## config.mk

```make
export PLATFORM = sky130hd
export DESIGN_NAME = chks_ctrl
export DESIGN_NICKNAME = d
export VERILOG_FILES = /design/src/rtl/chks_pkg.sv /design/src/rtl/chks_ctrl.sv
export SDC_FILE = /design/constraint.sdc
export NUM_CORES = 1
export LEC_CHECK = 0
export ABC_AREA = 1
export BUFFER_PORTS_ARGS = -buffer_cell sky130_fd_sc_hd__buf_2
export CAP_MARGIN = 5
export CORE_AREA = 2 2 39 41
export CTS_BUF_LIST = sky130_fd_sc_hd__clkbuf_8
export DETAILED_ROUTE_END_ITERATION = 10
export DIE_AREA = 0 0 41 43
export GPL_ROUTABILITY_DRIVEN = 0
export GPL_TIMING_DRIVEN = 0
export SLEW_MARGIN = 10
export SYNTH_ARGS = -nofsm -noshare
export SYNTH_HDL_FRONTEND = slang
export SYNTH_SLANG_ARGS = --single-unit
```

## constraint.sdc

```tcl
create_clock -name i_clk -period 1.7 [get_ports i_clk]
set_input_delay 0.17 -clock i_clk [delete_from_list [all_inputs] [get_ports i_clk]]
set_output_delay 0.17 -clock i_clk [all_outputs]
set_load 0.05 [all_outputs]
```

## src/rtl/chks_pkg.sv

```systemverilog
// Shared types and constants for the chained hash key store.
package chks_pkg;

    localparam int KEY_MAX = 15;
    localparam logic [4:0] HASH_MUL = 5'd31;

    typedef enum logic [1:0] {
        ACT_INSERT = 2'd0,
        ACT_FIND   = 2'd1,
        ACT_REMOVE = 2'd2,
        ACT_NONE   = 2'd3
    } t_action;

    typedef enum logic [1:0] {
        ST_DONE     = 2'd0,
        ST_NOT_FOUND = 2'd1,
        ST_FULL     = 2'd2,
        ST_UNUSED   = 2'd3
    } t_status;

    typedef enum logic [3:0] {
        S_CLEAR,
        S_IDLE,
        S_HASH,
        S_HEAD,
        S_INS,
        S_WALK_RD,
        S_WALK_CMP,
        S_REM_LINK,
        S_REM_FREE,
        S_REPLY
    } t_state;

    // controller -> datapath
    typedef struct packed {
        logic load;        // latch input item, reset hash count
        logic hash_step;   // fold one key byte
        logic head_rd;     // read bucket head
        logic clr_step;    // clear one bucket, bump clear pointer
        logic ins;         // write node, link into bucket, pop free stack
        logic node_rd;     // read node at cursor
        logic advance;     // prev <= cur, cur <= link
        logic unlink;      // patch head or prev link
        logic free_push;   // push cursor node on free stack
        logic reply;       // drive result
        t_status status;
    } t_cmd;

    // datapath -> controller
    typedef struct packed {
        logic clr_done;
        logic hash_done;
        logic pool_empty;
        logic cur_nil;
        logic key_match;
        logic steps_out;
        t_action action;
    } t_stat;

endpackage

```

## src/rtl/chks_ctrl.sv

```systemverilog
// Controller state machine for the chained hash key store.
module chks_ctrl
    import chks_pkg::*;
(
    input  logic  i_clk,
    input  logic  i_rst_n,
    input  logic  start,
    output logic  busy,
    input  t_stat i_stat,
    output t_cmd  o_cmd
);

    t_state r_state, n_state;

    always_ff @(posedge i_clk) begin
        if (!i_rst_n) r_state <= S_CLEAR;
        else          r_state <= n_state;
    end

    always_comb begin
        n_state = r_state;
        o_cmd = '0;
        o_cmd.status = ST_NOT_FOUND;
        busy = 1'b1;
        case (r_state)
            S_CLEAR: begin
                o_cmd.clr_step = 1'b1;
                if (i_stat.clr_done) n_state = S_IDLE;
            end
            S_IDLE: begin
                busy = 1'b0;
                if (start) begin
                    o_cmd.load = 1'b1;
                    n_state = S_HASH;
                end
            end
            S_HASH: begin
                o_cmd.hash_step = 1'b1;
                if (i_stat.hash_done) n_state = S_HEAD;
            end
            S_HEAD: begin
                o_cmd.head_rd = 1'b1;
                case (i_stat.action)
                    ACT_INSERT: n_state = i_stat.pool_empty ? S_REPLY : S_INS;
                    ACT_FIND, ACT_REMOVE: n_state = S_WALK_RD;
                    default: n_state = S_REPLY;
                endcase
            end
            S_INS: begin
                // reply with the insert; the entry count seen with the result already includes it
                o_cmd.ins = 1'b1;
                o_cmd.reply = 1'b1;
                o_cmd.status = ST_DONE;
                n_state = S_IDLE;
            end
            S_WALK_RD: begin
                if (i_stat.cur_nil || i_stat.steps_out) begin
                    o_cmd.reply = 1'b1;
                    o_cmd.status = ST_NOT_FOUND;
                    n_state = S_IDLE;
                end else begin
                    o_cmd.node_rd = 1'b1;
                    n_state = S_WALK_CMP;
                end
            end
            S_WALK_CMP: begin
                if (i_stat.key_match) begin
                    if (i_stat.action == ACT_REMOVE) begin
                        n_state = S_REM_LINK;
                    end else begin
                        o_cmd.reply = 1'b1;
                        o_cmd.status = ST_DONE;
                        n_state = S_IDLE;
                    end
                end else begin
                    o_cmd.advance = 1'b1;
                    n_state = S_WALK_RD;
                end
            end
            S_REM_LINK: begin
                o_cmd.unlink = 1'b1;
                n_state = S_REM_FREE;
            end
            S_REM_FREE: begin
                o_cmd.free_push = 1'b1;
                o_cmd.reply = 1'b1;
                o_cmd.status = ST_DONE;
                n_state = S_IDLE;
            end
            S_REPLY: begin
                // insert outcome or unknown action
                o_cmd.reply = 1'b1;
                if (i_stat.action == ACT_INSERT)
                    o_cmd.status = i_stat.pool_empty ? ST_FULL : ST_DONE;
                n_state = S_IDLE;
            end
            default: n_state = S_IDLE;
        endcase
    end

endmodule

```

# Word level (Yosys, flattened, before mapping)
# Cells that the tools add are included.
op_classes:
  eq_ne: 14
  muxes: 28
  n_reduce_logical: 6
ops:
  columns: ["op", "n"]
  rows:
  - ["4-bit case mux with 7 select lines", 1]
  - ["3-bit two-way mux", 6]
  - ["4-bit by 3-bit == test with 1-bit output (second input constant)", 4]
  - ["4-bit two-way mux", 4]
  - ["1-bit two-way mux", 13]
  - ["3-bit case mux with 4 select lines", 1]
  - ["4-bit by 2-bit == test with 1-bit output (second input constant)", 2]
  - ["4-bit == test (second input constant)", 2]
  - ["4-bit case mux with 2 select lines", 1]
  - ["2-bit inequality test (second input constant)", 3]
  - ["4-bit by 1-bit == test with 1-bit output (second input constant)", 1]
  - ["4-bit logical NOT", 1]
  - ["2-bit two-way mux", 2]
  - ["2-bit OR reduction", 2]
  - ["3-bit AND reduction", 1]
  - ["2-bit by 1-bit == test with 1-bit output (second input constant)", 1]
  - ["2-bit == test (second input constant)", 1]
  - ["2-bit logical NOT", 1]
  - ["1-bit logical OR", 1]
word_totals:
  regBits: 4
  in_bits: 11
  out_inout_bits: 13
  word_cells: 49

# Depth between registers and ports, before layout
# Gate-level depths: netlist of run 1.
logic_depth:
  ltp_word: 4
  depth_mapped: 8
  mapped_depth_nobuf: 8

# Worst setup path before layout of run 1
# OpenSTA, ideal clock, no wires.
synth_timing:
  path_kind: "reg-to-output"
  startpoint: "register r_state[0]"
  endpoint: "output port o_cmd[2] (netlist bit)"
  arrival_time_ns: 1.778
  required_time_ns: 1.530
  slack_ns: -0.248
  path_stages_with_launch: 6
  n_path_buf: 0
  cell_sequence: "dfxtp_1 nor2_1 inv_1 nor2_1 nor2_1 nand3_1"
synth_rtl:
  columns: ["element", "line_no", "rtl"]
  rows:
  - ["from (decl)", "chks_ctrl.sv:13", "t_state r_state, n_state;"]
  - ["from (signal assigned)", "chks_ctrl.sv:17", "else r_state <= n_state;"]
  - ["to (decl)", "chks_ctrl.sv:10", "output t_cmd o_cmd"]

==> results of run 1 <==
power groups by stage:
| stage | Combinational, mW | Clock, mW | Sequential, mW |
|---|---|---|---|
| global route | 0.251 | 0.205 | 0.125 |
| CTS | 0.227 | 0.202 | 0.120 |
| finish | 0.224 | 0.194 | 0.123 |
| floorplan | 0.177 | 0 | 0.117 |
| detailed placement | 0.226 | 0 | 0.122 |
| global placement | 0.224 | 0 | 0.122 |
layout make-up:
class,count,share of cell area (%)
clock buffers,3,6.48
inverters,16,9.43
multi-input cells,62,49.5
flip-flops and latches,4,13.0
well taps,16,3.14
repair buffers,23,18.5
cell families after synthesis:
group                      after synthesis  share of synthesized area [%]
buffers and inverters                   16                           13.5
AOI/OAI and AO/OA                        6                           7.02
adders and majority gates                3                           8.43
and+or+nand+nor                         53                           53.1
DFF                                      4                           18.0
cell usage in the layout, fill, tap and decap left out:
master and count:
buf_2 22, nor2_1 20, nand2_1 15, inv_1 13, nand3_1 6, inv_2 3, nor2_2 3, ha_1 3
clkbuf_8 3, o21ai_1 2, nand3b_1 2, a21oi_1 2, dfxtp_2 2, dfxtp_1 2, nand2_2 1, nor2_4 1
nor3_1 1, o21ai_0 1, nor3_2 1, nor2b_1 1, or2_2 1, nand4_1 1, a31oi_1 1, clkbuf_4 1
routing by layer:
layer | GRT usage, % | up-vias | wire length, um | part of all wire [%]
met5 | 0 | - | 0 | 0
met3 | 5.24 | 0 | 74 | 6.6
met4 | 2.00 | 0 | 0 | 0
met2 | 28.1 | 19 | 596 | 53
li1 | - | 307 | - | -
met1 | 16.0 | 240 | 448 | 40
path summary, 6_finish.rpt:
path | startpoint | endpoint | slack, ns
hold / removal | i_rst_n | r_state[0] | 0.21
hold reg to reg | r_state[3] | r_state[0] | 0.65
setup reg to reg | r_state[3] | r_state[0] | 0.55
setup / recovery | r_state[3] | o_cmd[0] | 0.11
synthesized netlist by cell type (all sizes together):
cell type  number  area share (%)
nand3b          2             3.4
o21ai           3             3.4
nor2           24              22
nand3           6             6.7
nand4           1             1.4
nor2b           1             1.4
a31oi           1             1.4
a21oi           2             2.2
inv            16              13
nor3            2             2.2
ha              3             8.4
dfxtp           4              18
nand2          16              14
or2             1             1.4
worst reg2reg max path: cells and delay by family, from the launching register on:
family                 cells  cell delay [ns]
and+or+nand+nor            5             0.47
AOI/OAI and AO/OA          1             0.13
DFF                        1             0.37
buffers and inverters      1             0.06
per-stage QoR:
stage                     instances  area (um2)
after floorplan                  82         455
after global placement          121         591
after detailed placement        121         591
after CTS                       124         632
after global routing            124         637
final                           124         637
==> impl_metrics.py, run 1 <==
metrics = {
    "clock_tree": {
        "cts_buffers": 3,
        "clock_latency_ns": 0.21,
        "clock_sinks": 4,
        "cts_resized": 0,
        "cts_buffer_depth": 2,
        "holdBufCountCts": 0,
        "cts_root_buf": "clkbuf_8",
        "post_cts_buffers": 0,
        "cts_tree": "yes",
        "clk_pin_slew_ns": 0.03,
        "h-tree-depth": 1,
    },
    "final_layout": {
        "synthToLayoutAreaGrowth_pct": 43.0,
        "fill_cells": 161,
        "multi_input_area_um2": 315,
        "diodes": 0,
        "largest_register_ffs": 4,
        "fin_nets": 124,
        "drive_gt1_share_pct": 35.2,
        "largest_register": "r_state",
        "regArea_um2": 82.6,
        "reg_top3": "r_state (4)",
        "fin_util_pct": 46.0,
    },
    "sta": {
        "finalCritPeriodShare_pct": 93.6,
        "final-max-slew-violation-count": 0,
        "timing.fmax_mhz": 629,
        "rsz0062_at_grt": "no",
        "finalWorstPathRequiredPeriod_ns": 1.59,
        "fin_ws_ns": 0.110,
        "slew_headroom_pct": 79.4,
        "worstMarginPinSlew_ns": 0.306,
        "holdWs_ns": 0.212,
        "finalSetupViolations": 0,
        "setup_tns_ns": 0,
        "finalClockSkew_ns": 0.00368,
        "hold_viol": 0,
    },
    "worst_setup_path": {
        "critPathLaunchType": "flip-flop",
        "arrival_ns": 1.42,
        "crit_path_cell_trace": "inv_2 -> nor3_1 -> inv_1 -> nor2_1 -> inv_1 -> o21ai_1 -> clkbuf_4",
        "crit_buf_inv": 4,
        "cpPeakStageDelay_ns": 0.37,
        "crit_top_cell": "inv_1",
        "path_max_fanout": 3,
        "cp-end-kind": "output pin",
        "rr_worst_depth": 7,
        "crit_type": "flip-flop to output pin",
        "path_depth": 7,
        "cp_slowest_cell": "dfxtp_1",
        "cpLargestDelayFamily": "buffers and inverters",
        "cp_data_required_time_ns": 1.53,
    },
    "die": {
        "rows": 14,
        "die_area_um2": 1760,
        "pin_count": 24,
        "start_util_pct": 32.2,
        "fp.coreArea_um2": 1380,
        "dieWidth_um": 41,
        "die_height_um": 43,
    },
    "detailed_routing": {
        "ant_nets": 0,
        "wl_per_cell_um": 9.03,
        "dr.pass1.iters": 4,
        "vias": 566,
        "drt_iter0_drc": 9,
        "drt-total-wl_mm": 1.12,
        "routed_via_density": 4.56,
        "drc": 0,
    },
    "hold_path": {
        "hp-class": "primary input to flip-flop",
        "whs_path_depth": 3,
    },
    "synth": {
        "avgSynthCellArea_um2": 5.43,
        "syn_nets": 96,
        "synth.distinct_cells": 19,
        "synth-seq-cells": 4,
        "synth_area_um2": 445,
        "ys_seq_area_share_pct": 18.0,
        "netlist_instances": 82,
        "yosys_warnings": 0,
    },
    "outcome": {
        "status": "finished, final reports clean",
    },
    "grt": {
        "grt_pass1_vias": 500,
        "grt_first_pass_wirelength_mm": 1.88,
        "overflow": 0,
        "grt_max_degree": 8,
        "grt_antenna_before_repair": 0,
        "grt_usage_pct": 15.3,
    },
    "place": {
        "dp_hpwl_um": 996,
        "pre_cts_slack_ns": 0.302,
        "io_buffer_count": 23,
    },
    "pwr": {
        "pwr-share-seq_pct": 22.7,
        "p_leak_nw": 0.367,
        "powerDensity_nw_per_um2": 850,
        "ir_drop_mv": 0.426,
        "clockPowerShare_pct": 35.9,
        "internal-power_uw": 322,
        "swShare_pct": 40.4,
        "switchingPower_uw": 219,
        "power_frac_comb_pct": 41.5,
        "power.total_uw": 541,
    },
    "job": {
        "maxCapViolations": 0,
    },
}
Note: power is estimated with default switching activity, not from simulation.
==> inputs of run 2 (changes only) <==
- BUFFER_PORTS_ARGS: -buffer_cell sky130_fd_sc_hd__buf_2 -> not set
- DONT_BUFFER_PORTS: not set -> 1
==> run 2 against run 1 <==
  * Register-to-register slack got worse by 0.37 ns
  * Sequential share of layout area increased by 1.2 points
  * Sequential cell count did not move
  * Cell count down 19%
  * Clock power about the same
  * Highest routed layer unchanged
  * Worst hold slack got worse by 0.12 ns
  * Power is 0.81% lower
  * Largest cell class unchanged
  * Non-clock buffer count fell by 23
  * Maximum frequency decreased by 4.7%
==> impl_metrics.py, run 2 (same netlist as run 1, synthesis figures left out) <==
metrics = {
    "outcome": {
        "status": "finished, final reports clean",
    },
    "grt": {
        "grt_pass1_vias": 457,
        "grt_antenna_before_repair": 0,
        "grt_max_degree": 8,
        "grt_first_pass_wirelength_mm": 1.64,
        "overflow": 0,
        "grt_usage_pct": 13.2,
    },
    "detailed_routing": {
        "dr.pass1.iters": 4,
        "drt-total-wl_mm": 1.05,
        "ant_nets": 0,
        "vias": 485,
        "drt_iter0_drc": 5,
        "wl_per_cell_um": 10.4,
        "drc": 0,
        "routed_via_density": 4.80,
    },
    "place": {
        "io_buffer_count": 0,
        "dp_hpwl_um": 880,
        "pre_cts_slack_ns": -0.122,
    },
    "final_layout": {
        "fin_nets": 101,
        "largest_register_ffs": 4,
        "synthToLayoutAreaGrowth_pct": 32.6,
        "final_common_cell": "nand2_1",
        "diodes": 0,
        "most-common-layout-cells": "nand2_1, inv_1, nor2_1",
        "fin_util_pct": 42.7,
        "largest_register": "r_state",
        "reg_top3": "r_state (4)",
        "drive_gt1_share_pct": 31.8,
    },
    "worst_setup_path": {
        "cpPeakStageDelay_ns": 0.70,
        "cp_slowest_cell": "nor3_2",
        "path_max_fanout": 5,
        "rrSetupSlack_ns": 0.18,
        "crit_type": "flip-flop to output pin",
        "r2r_start": "r_state[3]",
        "cp-end-kind": "output pin",
        "r2r_end": "r_state[1]",
        "rr_worst_depth": 7,
        "critPathLaunchType": "flip-flop",
        "arrival_ns": 1.50,
        "cp_data_required_time_ns": 1.53,
        "crit_path_cell_trace": "nand2_2 -> nor3_2",
    },
    "die": {
        "rows": 14,
        "pin_count": 24,
        "fp.coreArea_um2": 1380,
        "dieWidth_um": 41,
        "start_util_pct": 32.2,
        "die_area_um2": 1760,
        "die_height_um": 43,
    },
    "hold_path": {
        "hold_path_end": "r_state[0]",
        "hp-class": "primary input to flip-flop",
        "whs_path_depth": 2,
        "min_from": "i_rst_n",
    },
    "sta": {
        "finalClockSkew_ns": 0.00362,
        "final-max-slew-violation-count": 0,
        "rsz0062_at_grt": "yes",
        "finalSetupViolations": 0,
        "holdWs_ns": 0.0950,
        "worstMarginPinSlew_ns": 0.829,
        "timing.fmax_mhz": 599,
        "hold_viol": 0,
        "finalWorstPathRequiredPeriod_ns": 1.67,
        "fin_ws_ns": 0.0317,
        "finalCritPeriodShare_pct": 98.1,
        "slew_headroom_pct": 44.4,
    },
    "clock_tree": {
        "clk_pin_slew_ns": 0.03,
        "clock_sinks": 4,
        "holdBufCountCts": 0,
        "cts_root_buf": "clkbuf_8",
        "clock_latency_ns": 0.21,
        "cts_buffer_depth": 2,
        "h-tree-depth": 1,
        "cts_buffers": 3,
        "cts_tree": "yes",
    },
    "pwr": {
        "ir_drop_mv": 0.457,
        "internal-power_uw": 309,
        "p_leak_nw": 0.277,
        "pwr-share-seq_pct": 24.2,
        "clockPowerShare_pct": 36.1,
        "powerDensity_nw_per_um2": 909,
        "switchingPower_uw": 228,
        "swShare_pct": 42.4,
        "power_frac_comb_pct": 39.6,
    },
    "job": {
        "maxCapViolations": 0,
    },
}
## run 2: repair_timing
action                     CTS  global route
setup endpoints to repair    7             7
resized for setup            9            11
pin swaps                    0             2
setup buffers                0             0
## run 2: layout make-up
| type | count | area [um2] |
|---|---|---|
| multi-input combinational | 62 | 385 |
| sequential | 4 | 83.8 |
| inverter | 16 | 60.1 |
| fill | 148 | 793 |
| tap | 16 | 20.0 |
| clock buffer | 3 | 41.3 |
## run 2: through the flow
step / area, um2 / total power [mW] / cells / TNS (ns)
CTS: 556 / 0.524 / 101 / -0.249
detailed placement: 475 / 0.315 / 98 / -0.321
floorplan: 455 / 0.294 / 82 / 0
global route: 591 / 0.574 / 101 / -0.0237
finish: 591 / 0.537 / 101 / 0
global placement: 475 / 0.314 / 98 / -0.342
## run 2: layer usage
metal,global-route usage [%],vias up,wire [um]
met5,0,-,0
met4,2.00,0,0
met3,5.24,0,85
met2,23.1,14,563
met1,14.4,211,405
li1,-,260,-
## run 2: worst max-delay path, delay by kind of cell (launching register included)
kind / cells / cell delay (ns)
simple gates: 2 / 0.86
flops: 1 / 0.43
## run 2: how the worst max path moves through the flow
stage | slack [ns] | to | from | depth (start not counted)
3_5_place_dp | -0.12 | o_cmd[2] | r_state[0] | 5
4_1_cts | -0.17 | o_cmd[11] | r_state[0] | 2
3_3_place_gp | -0.12 | o_cmd[2] | r_state[0] | 5
5_1_grt | -0.01 | o_cmd[0] | r_state[2] | 5
6_report | 0.03 | o_cmd[5] | r_state[2] | 2
2_1_floorplan | 0.006 | o_cmd[11] | r_state[2] | 3
## run 2: power groups by stage
| stage | sequential, mW | combinational, mW | clock (mW) |
|---|---|---|---|
| finish | 0.130 | 0.213 | 0.194 |
| floorplan | 0.117 | 0.177 | 0 |
| CTS | 0.120 | 0.204 | 0.200 |
| detailed placement | 0.121 | 0.194 | 0 |
| global placement | 0.121 | 0.193 | 0 |
| global route | 0.132 | 0.233 | 0.208 |
